[src/rtl/camhs_pkg.sv]
// Package with the shared types and constants of the camera handshake sequencer.
`default_nettype none

package camhs_pkg;

    // Handshake step of one channel.
    typedef enum logic [2:0] {
        ST_IDLE      = 3'd0,
        ST_ARM       = 3'd1,
        ST_WAIT_FREE = 3'd2,
        ST_WAIT_BUSY = 3'd3,
        ST_WAIT_DONE = 3'd4
    } step_t;

    // Request codes on the op field.
    localparam logic [2:0] OP_NONE    = 3'd0;
    localparam logic [2:0] OP_INSPECT = 3'd1;
    localparam logic [2:0] OP_RESET   = 3'd2;
    localparam logic [2:0] OP_COMMAND = 3'd3;
    localparam logic [2:0] OP_JOB     = 3'd4;

    // Channel numbers, also the bit positions in the masks.
    localparam logic [1:0] CH_INSPECT = 2'd0;
    localparam logic [1:0] CH_RESET   = 2'd1;
    localparam logic [1:0] CH_COMMAND = 2'd2;
    localparam logic [1:0] CH_JOB     = 2'd3;

    // Configuration register indexes.
    localparam logic [2:0] REG_STEP_TIMEOUT  = 3'd0;
    localparam logic [2:0] REG_JOB_TIMEOUT   = 3'd1;
    localparam logic [2:0] REG_RESET_RELEASE = 3'd2;
    localparam logic [2:0] REG_RESET_RETRY   = 3'd3;
    localparam logic [2:0] REG_WATCHDOG_OFF  = 3'd4;

    // Configuration reset values.
    localparam logic [15:0] STEP_TIMEOUT_RST  = 16'd5000;
    localparam logic [15:0] JOB_TIMEOUT_RST   = 16'd15000;
    localparam logic [15:0] RESET_RELEASE_RST = 16'd3500;
    localparam logic [15:0] RESET_RETRY_RST   = 16'd4000;

    localparam logic [15:0] TIMER_MAX = 16'hFFFF;
    localparam logic [7:0]  RETRY_MAX = 8'hFF;

endpackage

`default_nettype wire

[src/rtl/camera_handshake_sequencer.sv]
// Camera handshake sequencer: four handshake channels advanced once per scan tick word.
// A result word passes through the input register, then one pass of channel logic
// into the result register.
// Throughput: one word per cycle; a stalled result holds the input register, which takes one word.
// Reset (aresetn low, synchronous): all channels idle, timers, flags, pass latch and
// retry count cleared, configuration back to its defaults, input and result registers empty.
`default_nettype none

module camera_handshake_sequencer (
    input  wire logic        aclk,
    input  wire logic        aresetn,
    // Configuration write port
    input  wire logic        cfg_we,
    input  wire logic [2:0]  cfg_index,
    input  wire logic [15:0] cfg_wdata,
    // Input words
    input  wire logic        s_valid,
    output logic             s_ready,
    input  wire logic [2:0]  s_op,
    input  wire logic        s_cam_busy,
    input  wire logic        s_cam_ready,
    input  wire logic        s_cam_pass,
    // Result words
    output logic             m_valid,
    input  wire logic        m_ready,
    output logic             m_inspect_strobe,
    output logic             m_reset_strobe,
    output logic             m_command_strobe,
    output logic             m_job_strobe,
    output logic             m_request_taken,
    output logic [3:0]       m_busy_mask,
    output logic [3:0]       m_timeout_mask,
    output logic             m_inspect_passed,
    output logic [7:0]       m_reset_retries
);

    // Configuration registers
    logic [15:0] step_timeout_reg;
    logic [15:0] job_timeout_reg;
    logic [15:0] reset_release_reg;
    logic [15:0] reset_retry_reg;
    logic        watchdog_off_reg;

    // Input register
    logic        in_valid_reg;
    logic [2:0]  in_op_reg;
    logic        in_busy_reg;
    logic        in_ready_reg;
    logic        in_pass_reg;

    // Channel state
    camhs_pkg::step_t step_reg [4];
    camhs_pkg::step_t step_next [4];
    logic [3:0]       settled_reg;
    logic [3:0]       settled_next;
    logic [15:0]      timer_reg [4];
    logic [15:0]      timer_next [4];
    logic [3:0]       strobe_reg;
    logic [3:0]       strobe_next;
    logic             pass_reg;
    logic             pass_next;
    logic [7:0]       retry_reg;
    logic [7:0]       retry_next;

    // Result register
    logic        out_valid_reg;
    logic [3:0]  out_strobe_reg;
    logic        out_taken_reg;
    logic [3:0]  out_busy_reg;
    logic [3:0]  out_timeout_reg;
    logic        out_pass_reg;
    logic [7:0]  out_retry_reg;

    logic        advance;
    logic        in_accept;
    logic        taken;
    logic [3:0]  timeout_mask;
    logic [3:0]  busy_mask;

    // A word moves into the result register when the result slot is free or being taken.
    assign advance   = in_valid_reg && (!out_valid_reg || m_ready);
    assign s_ready   = !in_valid_reg || advance;
    assign in_accept = s_valid && s_ready;

    // Configuration writes; an index beyond the list is ignored.
    always_ff @(posedge aclk) begin
        if (!aresetn) begin
            step_timeout_reg  <= camhs_pkg::STEP_TIMEOUT_RST;
            job_timeout_reg   <= camhs_pkg::JOB_TIMEOUT_RST;
            reset_release_reg <= camhs_pkg::RESET_RELEASE_RST;
            reset_retry_reg   <= camhs_pkg::RESET_RETRY_RST;
            watchdog_off_reg  <= 1'b0;
        end else if (cfg_we) begin
            case (cfg_index)
                camhs_pkg::REG_STEP_TIMEOUT:  step_timeout_reg  <= cfg_wdata;
                camhs_pkg::REG_JOB_TIMEOUT:   job_timeout_reg   <= cfg_wdata;
                camhs_pkg::REG_RESET_RELEASE: reset_release_reg <= cfg_wdata;
                camhs_pkg::REG_RESET_RETRY:   reset_retry_reg   <= cfg_wdata;
                camhs_pkg::REG_WATCHDOG_OFF:  watchdog_off_reg  <= cfg_wdata[0];
                default: ;
            endcase
        end
    end

    // Input register.
    always_ff @(posedge aclk) begin
        if (!aresetn) begin
            in_valid_reg <= 1'b0;
        end else if (in_accept) begin
            in_valid_reg <= 1'b1;
        end else if (advance) begin
            in_valid_reg <= 1'b0;
        end
    end

    always_ff @(posedge aclk) begin
        if (in_accept) begin
            in_op_reg    <= s_op;
            in_busy_reg  <= s_cam_busy;
            in_ready_reg <= s_cam_ready;
            in_pass_reg  <= s_cam_pass;
        end
    end

    // One tick of all four channels: apply the request, then step each channel.
    always_comb begin
        logic [2:0]       op_m1;
        camhs_pkg::step_t stp;
        camhs_pkg::step_t nstp;
        logic             set;
        logic             nset;
        logic [15:0]      t;
        logic [15:0]      limit;
        logic             strb;
        logic             is_rst;
        logic             is_job;
        logic             r13;
        logic             run;

        step_next    = step_reg;
        settled_next = settled_reg;
        timer_next   = timer_reg;
        strobe_next  = strobe_reg;
        pass_next    = pass_reg;
        retry_next   = retry_reg;
        taken        = 1'b0;
        timeout_mask = 4'b0;
        busy_mask    = 4'b0;
        op_m1        = in_op_reg - 3'd1;
        stp          = camhs_pkg::ST_IDLE;
        nstp         = camhs_pkg::ST_IDLE;
        set          = 1'b0;
        nset         = 1'b0;
        t            = '0;
        limit        = '0;
        strb         = 1'b0;
        is_rst       = 1'b0;
        is_job       = 1'b0;
        r13          = 1'b0;
        run          = 1'b0;

        if (advance) begin
            // Request: job change ignores the ready line, the others need it.
            if (in_op_reg >= camhs_pkg::OP_INSPECT && in_op_reg <= camhs_pkg::OP_JOB) begin
                if (in_op_reg == camhs_pkg::OP_JOB || in_ready_reg) begin
                    step_next[op_m1[1:0]]    = camhs_pkg::ST_ARM;
                    settled_next[op_m1[1:0]] = 1'b0;
                    taken                    = 1'b1;
                end
            end

            for (int c = 0; c < 4; c++) begin
                stp  = step_next[c];
                set  = settled_next[c];
                t    = timer_reg[c];
                strb = strobe_reg[c];
                if (stp != camhs_pkg::ST_IDLE) begin
                    is_rst = (2'(c) == camhs_pkg::CH_RESET);
                    is_job = (2'(c) == camhs_pkg::CH_JOB);
                    r13    = is_rst && (stp == camhs_pkg::ST_WAIT_DONE);
                    run    = set && !watchdog_off_reg;

                    // On-delay timer; the reset wait counts even with the watchdog off.
                    if (set && (!watchdog_off_reg || r13)) begin
                        t = (t == camhs_pkg::TIMER_MAX) ? t : t + 16'd1;
                    end else if (r13) begin
                        t = 16'd1;
                    end else begin
                        t = '0;
                    end
                    limit = is_job ? job_timeout_reg : step_timeout_reg;

                    if (run && t >= limit) begin
                        // Watchdog: drop the line and idle; the settled flag is kept.
                        strb            = 1'b0;
                        nstp            = camhs_pkg::ST_IDLE;
                        nset            = set;
                        timeout_mask[c] = 1'b1;
                    end else begin
                        nstp = stp;
                        unique case (stp)
                            camhs_pkg::ST_ARM: begin
                                strb = 1'b0;
                                if (is_rst) begin
                                    retry_next = '0;
                                end
                                nstp = camhs_pkg::ST_WAIT_FREE;
                            end
                            camhs_pkg::ST_WAIT_FREE: begin
                                if (is_rst) begin
                                    nstp = camhs_pkg::ST_WAIT_BUSY;
                                end else if (!in_busy_reg) begin
                                    strb = 1'b1;
                                    nstp = camhs_pkg::ST_WAIT_BUSY;
                                end
                            end
                            camhs_pkg::ST_WAIT_BUSY: begin
                                if (is_rst) begin
                                    strb = 1'b1;
                                    t    = '0;
                                    nstp = camhs_pkg::ST_WAIT_DONE;
                                end else if (in_busy_reg) begin
                                    strb = 1'b0;
                                    nstp = camhs_pkg::ST_WAIT_DONE;
                                end
                            end
                            camhs_pkg::ST_WAIT_DONE: begin
                                if (is_rst) begin
                                    if (t >= reset_release_reg) begin
                                        strb = 1'b0;
                                    end
                                    if (t >= reset_retry_reg) begin
                                        nstp = camhs_pkg::ST_WAIT_FREE;
                                        if (retry_reg != camhs_pkg::RETRY_MAX) begin
                                            retry_next = retry_reg + 8'd1;
                                        end
                                    end
                                    // Busy low ends the reset even on a retry tick.
                                    if (!in_busy_reg) begin
                                        strb = 1'b0;
                                        nstp = camhs_pkg::ST_IDLE;
                                    end
                                end else if (!in_busy_reg) begin
                                    if (2'(c) == camhs_pkg::CH_INSPECT) begin
                                        pass_next = in_pass_reg;
                                    end
                                    nstp = camhs_pkg::ST_IDLE;
                                end
                            end
                            default: begin
                                strb = 1'b0;
                                nstp = camhs_pkg::ST_IDLE;
                            end
                        endcase
                        nset = (nstp == stp);
                    end
                    step_next[c]    = nstp;
                    settled_next[c] = nset;
                    timer_next[c]   = t;
                    strobe_next[c]  = strb;
                end
            end
        end

        for (int c = 0; c < 4; c++) begin
            busy_mask[c] = (step_next[c] != camhs_pkg::ST_IDLE);
        end
    end

    // Channel state registers.
    always_ff @(posedge aclk) begin
        if (!aresetn) begin
            for (int c = 0; c < 4; c++) begin
                step_reg[c]  <= camhs_pkg::ST_IDLE;
                timer_reg[c] <= '0;
            end
            settled_reg <= '0;
            strobe_reg  <= '0;
            pass_reg    <= 1'b0;
            retry_reg   <= '0;
        end else begin
            step_reg    <= step_next;
            timer_reg   <= timer_next;
            settled_reg <= settled_next;
            strobe_reg  <= strobe_next;
            pass_reg    <= pass_next;
            retry_reg   <= retry_next;
        end
    end

    // Result register.
    always_ff @(posedge aclk) begin
        if (!aresetn) begin
            out_valid_reg <= 1'b0;
        end else if (advance) begin
            out_valid_reg <= 1'b1;
        end else if (m_ready) begin
            out_valid_reg <= 1'b0;
        end
    end

    always_ff @(posedge aclk) begin
        if (advance) begin
            out_strobe_reg  <= strobe_next;
            out_taken_reg   <= taken;
            out_busy_reg    <= busy_mask;
            out_timeout_reg <= timeout_mask;
            out_pass_reg    <= pass_next;
            out_retry_reg   <= retry_next;
        end
    end

    assign m_valid          = out_valid_reg;
    assign m_inspect_strobe = out_strobe_reg[camhs_pkg::CH_INSPECT];
    assign m_reset_strobe   = out_strobe_reg[camhs_pkg::CH_RESET];
    assign m_command_strobe = out_strobe_reg[camhs_pkg::CH_COMMAND];
    assign m_job_strobe     = out_strobe_reg[camhs_pkg::CH_JOB];
    assign m_request_taken  = out_taken_reg;
    assign m_busy_mask      = out_busy_reg;
    assign m_timeout_mask   = out_timeout_reg;
    assign m_inspect_passed = out_pass_reg;
    assign m_reset_retries  = out_retry_reg;

endmodule

`default_nettype wire

[config.mk]
export PLATFORM = sky130hd
export DESIGN_NAME = camera_handshake_sequencer
export DESIGN_NICKNAME = d
export VERILOG_FILES = /design/src/rtl/camhs_pkg.sv /design/src/rtl/camera_handshake_sequencer.sv
export SDC_FILE = /design/constraint.sdc
export NUM_CORES = 1
export LEC_CHECK = 0
export ABC_CLOCK_PERIOD_IN_PS = 3800
export BUFFER_PORTS_ARGS = -buffer_cell sky130_fd_sc_hd__buf_4
export CAP_MARGIN = 20
export CELL_PAD_IN_SITES_DETAIL_PLACEMENT = 0
export CELL_PAD_IN_SITES_GLOBAL_PLACEMENT = 1
export CORE_MARGIN = 5
export CORE_UTILIZATION = 40
export DETAILED_ROUTE_END_ITERATION = 12
export GPL_TIMING_DRIVEN = 0
export MAX_ROUTING_LAYER = met4
export PLACE_DENSITY_LB_ADDON = 0.1
export SLEW_MARGIN = 40
export SYNTH_ARGS = -nofsm -noshare
export SYNTH_HDL_FRONTEND = slang
export SYNTH_SLANG_ARGS = --single-unit
[constraint.sdc]
create_clock -name aclk -period 3.8 [get_ports aclk]
set_clock_uncertainty 0.1 [all_clocks]
set_input_delay 0.19 -clock aclk [delete_from_list [all_inputs] [get_ports aclk]]
set_output_delay 0.19 -clock aclk [all_outputs]
set_load 0.03 [all_outputs]
==> flow_summary.ini, run 1 <==
[run_status]
status = completed

[routing]
drt_iter0_markers = 664
firstDrtPassIters = 5
vias = 11040
wirelength_um = 37150
wl_per_cell_um = 18.59
route.detailed.drc = 0
final_antenna_net_count = 0
post_drt_via_cell_ratio = 5.527

[floorplanning]
dieArea_um2 = 32540
core_area_um2 = 28700
io_pins = 54
start_util_pct = 40.46
chipWidth_um = 180.4
row_count = 62
die_h_um = 180.4

[timing]
relSlewSlack_pct = 46.98
rsz0062_at_grt = yes
max_freq_mhz = 267.4
timing.final.ws_setup_ps = 60.23
fin_tns_setup_ps = 0
hold_viol_final = 0
slew_viol_final = 0
setup_viol = 0
tightest_slew_ps = 795.3
min_period_ps = 3740
min_period_over_period_pct = 98.42

[clock_tree]
cts_buffers = 17
h-tree-depth = 4
insertion_delay_ps = 450
clockBufferDepth = 2
cts_sinks = 188
tritoncts = built
clk_pin_slew_worst_paths_ps = 70
root_buffer = clkbuf_16

[logic_synthesis]
synth_xor_area_share_pct = 2.715
yosys.area_share.adder_pct = 11.14
syn_area_per_cell_um2 = 7.981
yosys.area_share.simple_pct = 24.23
syn-num-nets = 1586
netlist_instances = 1455
ys_seq_area_share_pct = 34.82
synth_compound_area_share_pct = 21.30
synth_top_family_by_area = simple AND/OR/NAND/NOR gates
synth_edf_count = 28
syn_area_um2 = 11610
synth.distinct_cells = 84
ys_top_cells_by_area = dfxtp_1, ha_1, edfxtp_1, nand2_1, a21oi_1
synth-seq-cells = 188
ys.flop_type = dfxtp_1
yosysWarningCount = 0
synthMuxAreaShare_pct = 0.7004
yosysTopAreaCell = dfxtp_1
synthArstFlopShare_pct = 0
synth_top_area_share_pct = 27.58

[grt]
gr-total-overflow = 0
grt_usage_pct = 22.87
antenna_found_initial = 0
grt_start_max_net_pins = 23
grt_pass1_vias = 10330
grt_first_pass_wirelength_um = 58010

[setup_path]
path_delay_family = simple AND/OR/NAND/NOR gates
crit_top_cell = buf_4
crit_fanout = 6
critPathKind = reg2reg
crit_required_ps = 3900
crit_chain = and4_4, and3_4, nand4_1, buf_4, xnor2_1, a21oi_2, inv_2, ha_4, nand2b_4, a2111oi_4, nand3b_1, o211ai_1, buf_4, buf_4, buf_4, and2_4, a31oi_4, a21oi_2
crit_arrival_ps = 3840
cp_slowest_cell = dfxtp_4
slowest_delay_ps = 370
cp-start-kind = register
worst-path-buf-inv = 5
cp-end-kind = register

[layout]
final_area_um2 = 14410
n_antenna_cell = 0
stdcell_count = 1998
drive_gt1_share_pct = 18.53
syn2layout_area_growth_pct = 24.10
largest_reg_flops = 64
fillers = 2825
fin_nets = 1732

[worst_hold_path]
hold_path.class = in2reg

[placed_design]
place_congestion = 0.8620
dp_slack_ps = -846.7
place_hpwl_um = 27020
placed_area_um2 = 12550
io_buffers = 52
place_inst = 1892

[pwr]
powerDensity_nw_per_um2 = 289.5
finalPower_uw = 4172
peakVddDrop_mv = 0.2954
leakagePower_uw = 0.005544

[flow_run]
cap_viol_max_count = 0
-- report_power, final --
group	internal (µW)	switching (µW)	total (µW)
Sequential	2050	19.3	2060
Clock	908	841	1750
Combinational	128	231	358
Total	3080	1090	4170
-- final cells by class --
cell class	count	area, µm²	area share (%)
Multi-Input combinational cell	1116	7592	52.68
Sequential cell	188	4088	28.36
Timing Repair Buffer	132	1075	7.458
Tap cell	384	480.5	3.334
Clock buffer	19	432.9	3.004
Buffer	65	320.3	2.223
Inverter	81	304.0	2.110
Clock inverter	13	118.9	0.8248
-- metal layers --
layer | GRT usage [%] | vias up | routed length [µm]
met5 | - | - | 0
met4 | 5.777 | 0 | 824
met3 | 3.553 | 34 | 1471
met2 | 35.70 | 207 | 17260
met1 | 31.27 | 5272 | 17590
li1 | - | 5529 | -
-- cell families after synthesis --
group | Yosys count
adder cells (fa/ha/maj) | 104
AND/OR/NAND/NOR | 575
flip-flops | 188
XOR/XNOR | 36
AO/OA/AOI/OAI | 393
buffers and inverters | 151
multiplexers | 8
-- worst reg2reg max path, delay by kind of cell (launching register included) --
| kind | cells | cell delay (ps) |
|---|---|---|
| buffers and inverters | 5 | 770 |
| AND/OR/NAND/NOR | 6 | 1090 |
| adder cells (fa/ha/maj) | 1 | 220 |
| AO/OA/AOI/OAI | 5 | 730 |
| XOR/XNOR | 1 | 210 |
| flip-flops | 1 | 370 |
-- synthesized netlist by cell type, types with 15 or more instances --
cell,count
a21oi_1,157
xnor2_1,16
edfxtp_1,28
nor2_1,112
a21o_1,20
o211ai_1,32
nand2_1,215
xor2_1,20
nor3_1,35
and2_1,16
clkbuf_1,56
a31oi_1,21
dfxtp_1,160
a22o_1,15
inv_1,81
o21ai_0,60
nand2b_1,15
ha_1,101
nand3_1,47
nand4_1,20
and3_1,32
-- metrics by stage --
stage	hold WS, ps	utilization [%]
4_1_cts	71.83	48.34
3_3_place_gp	269.0	43.55
2_1_floorplan	188.9	-
5_1_grt	105.0	50.21
3_5_place_dp	271.0	43.72
6_report	85.91	50.21
-- layout by cell type, fill, tap and decap left out, types with 14 or more instances in the layout --
master,count
nor2_1,101
ha_1,93
and3_1,22
dfxtp_2,14
o21ai_0,52
nand2b_1,14
nor3_1,31
xor2_1,19
nand2_1,209
nand4_1,20
clkbuf_1,42
a22o_1,15
xnor2_1,15
dfxtp_1,139
clkbuf_16,17
a31oi_1,14
a21o_1,20
buf_4,108
o211ai_1,32
dlygate4sd3_1,24
and2_1,14
a21oi_1,148
nand3_1,41
inv_1,80
edfxtp_1,28
-- path summary, 6_finish.rpt --
path	startpoint	to	slack, ps	cells past startpoint
min reg2reg	step_timeout_reg[13]	step_timeout_reg[13]	360	2
max	timer_reg[39]	m_reset_retries[5]	60	18
max reg2reg	timer_reg[39]	m_reset_retries[5]	60	18
min	cfg_index[2]	watchdog_off_reg	90	4
-- what timing repair did --
action                                  4_1_cts  5_1_grt
cloned                                        0        0
hold buffers                                 24        0
pin swaps                                    28       34
resized for setup                            84      102
setup buffers                                35       22
endpoints found under the setup margin       65       58
hold endpoints to repair                     73        0
No activity file was read; power rests on OpenSTA's default activity.
==> inputs of run 2 (changes only) <==
Settings changed: PLACE_DENSITY_LB_ADDON 0.1 to 0.08, REMOVE_ABC_BUFFERS from default to 1.
==> run 2 against run 1 <==
Flip-flop and latch count did not move. Design area fell by 0.49%. Via count fell by 2.2%. Sequential power barely moved. Power rose by 2.1%. Die area did not move. Hold slack got worse by 25 ps. Largest cell class unchanged. First-iteration DRC count fell by 16%. Clock power rose by 6%. Critical endpoint is now m_inspect_passed. Highest routed layer unchanged.
==> flow_summary.ini, run 2 (synthesis gave the netlist of run 1 again) <==
[pwr]
peakVddDrop_mv = 0.3016
leakagePower_uw = 0.005543
finalPower_uw = 4258
powerDensity_nw_per_um2 = 297.0

[layout]
drive_gt1_share_pct = 19.23
n_antenna_cell = 0
final_cell_mix = nand2_1, a21oi_1, dfxtp_1
largest_reg_flops = 64
final_common_cell = nand2_1
fillers = 2807
syn2layout_area_growth_pct = 23.49
fin_nets = 1694
stdcell_count = 1960

[flow_run]
cap_viol_max_count = 0

[timing]
min_period_over_period_pct = 98.35
setup_viol = 0
rsz0062_at_grt = yes
hold_viol_final = 0
fin_tns_setup_ps = 0
relSlewSlack_pct = 46.66
tightest_slew_ps = 800.1
slew_viol_final = 0
hold_slack_ps = 61.17
min_period_ps = 3737
max_freq_mhz = 267.6

[routing]
wirelength_um = 34940
post_drt_via_cell_ratio = 5.508
vias = 10800
route.detailed.drc = 0
firstDrtPassIters = 7
wl_per_cell_um = 17.83
final_antenna_net_count = 0
drt_iter0_markers = 556

[clock_tree]
cts_buffers = 17
h-tree-depth = 4
cts_sinks = 188
clk_pin_slew_worst_paths_ps = 90
root_buffer = clkbuf_16
tritoncts = built
insertion_delay_ps = 460
clockBufferDepth = 2

[setup_path]
critPathKind = reg2reg
crit_required_ps = 3910
r2r_start = timer_reg[48]
cp-start-kind = register
reg2reg_to = m_inspect_passed
rr_worst_depth = 17
rrSetupSlack_ps = 60
cp-end-kind = register
crit_arrival_ps = 3840
cp-startpoint = timer_reg[48]
crit_fanout = 8

[worst_hold_path]
min_from = cfg_index[1]
hold_path.class = in2reg
min_delay_path_depth = 4
whs_endpoint = job_timeout_reg[5]

[placed_design]
place_hpwl_um = 23320
io_buffers = 53
place_inst = 1831
place_congestion = 0.8161

[run_status]
status = completed

[floorplanning]
chipWidth_um = 180.4
die_h_um = 180.4
dieArea_um2 = 32540
core_area_um2 = 28700
io_pins = 54
row_count = 62
start_util_pct = 40.46

[grt]
grt_start_max_net_pins = 83
antenna_found_initial = 0
grt_pass1_vias = 9975
gr-total-overflow = 0
grt_usage_pct = 21.07
grt_first_pass_wirelength_um = 54260
## run 2: worst max-delay path by stage
stage | to | depth (start not counted) | slack (ps)
floorplan | m_inspect_passed | 14 | -190
global placement | timer_reg[37] | 5 | -1570
detailed placement | m_inspect_passed | 14 | -980
CTS | m_inspect_passed | 15 | -30
global route | m_inspect_passed | 16 | -140
finish | m_inspect_passed | 17 | 60
## run 2: report_power, final
group	internal, µW	leakage (µW)	switching, µW
clock network	889	0.000292	963
logic	126	0.00368	213
registers	2050	0.00157	21.1
## run 2: layout make-up
| class | instances | area [µm²] | share of cell area [%] |
|---|---|---|---|
| Inverter | 81 | 311.5 | 2.173 |
| Multi-Input combinational cell | 1120 | 7586 | 52.90 |
| Clock buffer | 17 | 425.4 | 2.967 |
| Timing Repair Buffer | 155 | 1284 | 8.952 |
| Sequential cell | 188 | 4085 | 28.49 |
| Clock inverter | 15 | 167.7 | 1.169 |
| Tap cell | 384 | 480.5 | 3.350 |
## run 2: timing repair
action                                  in CTS  in global routing
cloned                                       1                  4
setup buffers                               23                 44
endpoints found under the setup margin      65                 56
hold endpoints to repair                    73                  0
hold buffers                                27                  0
pin swaps                                   22                 35
resized for setup                           74                 78
## run 2: through the flow
stage,area (µm²),setup WS (ps),util [%]
global placement,12200,-1574,42.52
CTS,13670,-33.78,47.62
detailed placement,12360,-975.1,43.05
finish,14340,62.84,49.96
global route,14340,-144.5,49.96
floorplan,11330,-190.2,-
## run 2: per-layer routing
layer / share of wire (%) / up-vias / GRT usage, % / wire, µm
li1: - / 5468 / - / -
met1: 48 / 5127 / 27.98 / 16750
met2: 48 / 172 / 34.16 / 16660
met3: 3.1 / 29 / 3.189 / 1087
met4: 1.3 / 0 / 4.840 / 442
met5: 0 / - / - / 0
## run 2: critical path, stage by stage, from the launching register on
cell and delay, ps:
dfxtp_4 390, ha_4 150, nand2_2 80, buf_4 160, nor3_4 180, buf_4 150, nand2_4 90, a31oi_4 180
o21a_1 170, ha_1 260, a21oi_1 150, o21ai_1 110, a2111oi_2 240, o31ai_2 140, a311oi_2 210, buf_4 160
o2111a_1 230, mux2_1 320
==> inputs of run 3 (changes only) <==
Settings changed: BUFFER_PORTS_ARGS -buffer_cell sky130_fd_sc_hd__buf_4 to -buffer_cell sky130_fd_sc_hd__buf_2, GPL_TIMING_DRIVEN 0 to default.
==> run 3 against run 2 <==
First-iteration DRC count up 28%. Via count increased by 2.1%. Global-route usage up 0.86 points. Sequential share of layout area shrank 0.32 points. Register-to-register slack barely moved. Clock-buffer cell count did not move. Combinational power hardly changed. Critical path depth shrank 1. Critical endpoint unchanged.
==> flow_summary.ini, run 3 (synthesis gave the netlist of run 1 again) <==
[clock_tree]
insertion_delay_ps = 450
h-tree-depth = 4
tritoncts = built
cts_sinks = 188
clockBufferDepth = 2
clk_pin_slew_worst_paths_ps = 80
cts_buffers = 17
root_buffer = clkbuf_16

[grt]
grt_first_pass_wirelength_um = 56580
grt-busiest-layer = met2
grt_usage_pct = 21.93
met1_usage_pct = 30.18
use_met3_pct = 2.927
gr-usage-met2_pct = 34.85
antenna_found_initial = 0
gr-total-overflow = 0
grt_pass1_vias = 10450
grt_start_max_net_pins = 63

[setup_path]
cp-start-kind = register
crit_chain = ha_4, nand2_2, and4bb_2, a31oi_4, buf_6, nand3_4, xnor2_2, nor2_1, ha_1, a21oi_2, o21ai_2, a2111oi_2, o31ai_1, a311oi_2, o2111a_1, mux2_4
path_delay_family = compound AO/OA/AOI/OAI gates
crit_arrival_ps = 3850
crit_required_ps = 3910
slowest_delay_ps = 340
crit_fanout = 3
cp_slowest_cell = dfxtp_2
worst-path-buf-inv = 1
critPathKind = reg2reg
cp-end-kind = register

[floorplanning]
row_count = 62
die_h_um = 180.4
dieArea_um2 = 32540
io_pins = 54
start_util_pct = 40.46
core_area_um2 = 28700
chipWidth_um = 180.4

[layout]
final_cell_mix = nand2_1, dfxtp_1, a21oi_1
multi_input_area_um2 = 7236
seqCellArea_um2 = 4046
syn2layout_area_growth_pct = 23.72
final_common_cell = nand2_1
fillers = 2852
stdcell_count = 2029
drive_gt1_share_pct = 18.78
largest_reg_flops = 64
n_antenna_cell = 0
fin_nets = 1763

[placed_design]
io_buffers = 53
dp_slack_ps = -110.8
place_inst = 1960
place_hpwl_um = 25720
place_congestion = 0.8243

[routing]
final_antenna_net_count = 0
wl_per_cell_um = 17.49
post_drt_via_cell_ratio = 5.434
route.detailed.drc = 0
vias = 11030
wirelength_um = 35490
drt_iter0_markers = 711
firstDrtPassIters = 5

[worst_hold_path]
hold_path.class = in2reg

[pwr]
peakVddDrop_mv = 0.2991
powerDensity_nw_per_um2 = 300.1
finalPower_uw = 4311
leakagePower_uw = 0.005804

[timing]
rsz0062_at_grt = yes
tightest_slew_ps = 921.7
setup_viol = 0
hold_viol_final = 0
timing.final.ws_setup_ps = 52.58
relSlewSlack_pct = 38.42
slew_viol_final = 0
max_freq_mhz = 266.9
min_period_over_period_pct = 98.62
min_period_ps = 3747

[run_status]
status = completed

[flow_run]
cap_viol_max_count = 0
-- run 3: cell types whose count changed in the layout (fill, tap and decap cells not counted), sizes merged --
cell         change
inv              -1
buf             +73
and4             -1
dlygate4sd3      -1
and3             -1
bufinv           +1
a21o             -1
-- run 3: report_power, final --
part           switching [µW]  total, µW  internal (µW)
Clock                     950       1910            956
Combinational             217        336            119
Sequential               18.7       2070           2050
-- run 3: per-stage QoR --
step / TNS (ps) / utilization (%) / cell area (µm²) / hold slack, ps
after floorplan: -190.2 / - / 11330 / 178.9
after global placement: -53.04 / 45.73 / 13130 / 268.3
after detailed placement: -576.5 / 45.79 / 13140 / 269.6
after CTS: 0 / 48.91 / 14040 / 4.366
after global routing: -142.5 / 50.05 / 14370 / 24.03
final: 0 / 50.05 / 14370 / 24.69
-- run 3: final timing paths --
path / to / from / slack [ps] / depth (start not counted)
hold / removal: watchdog_off_reg / cfg_we / 20 / 4
setup reg to reg: m_inspect_passed / timer_reg[49] / 50 / 16
hold reg to reg: reset_retry_reg[1] / reset_retry_reg[1] / 360 / 2
setup / recovery: m_inspect_passed / timer_reg[49] / 50 / 16
-- run 3: area by class of cell --
| type | instances | area share, % |
|---|---|---|
| Tap cell | 384 | 3.344 |
| Inverter | 81 | 2.125 |
| Clock buffer | 17 | 2.961 |
| Multi-Input combinational cell | 1117 | 50.37 |
| Timing Repair Buffer | 227 | 11.70 |
| Clock inverter | 15 | 1.341 |
| Sequential cell | 188 | 28.17 |
-- run 3: tightest hold or removal path: cells and delay by family --
family	cells	cell delay, ps
AND/OR/NAND/NOR	2	180
buffers and inverters	1	100
multiplexers	1	80
-- run 3: repair_timing --
action / 4_1_cts / 5_1_grt
hold endpoints to repair: 73 / 0
gates resized for setup: 5 / 60
hold buffers: 26 / 0
gates cloned: 0 / 1
pin swaps: 1 / 24
setup endpoints to repair: 14 / 35
setup buffers: 0 / 10
-- run 3: metal layers --
metal | vias to the layer above | part of all wire [%]
met5 | - | 0
met4 | 0 | 1.3
met3 | 34 | 2.9
met2 | 161 | 47
met1 | 5243 | 49
li1 | 5588 | -
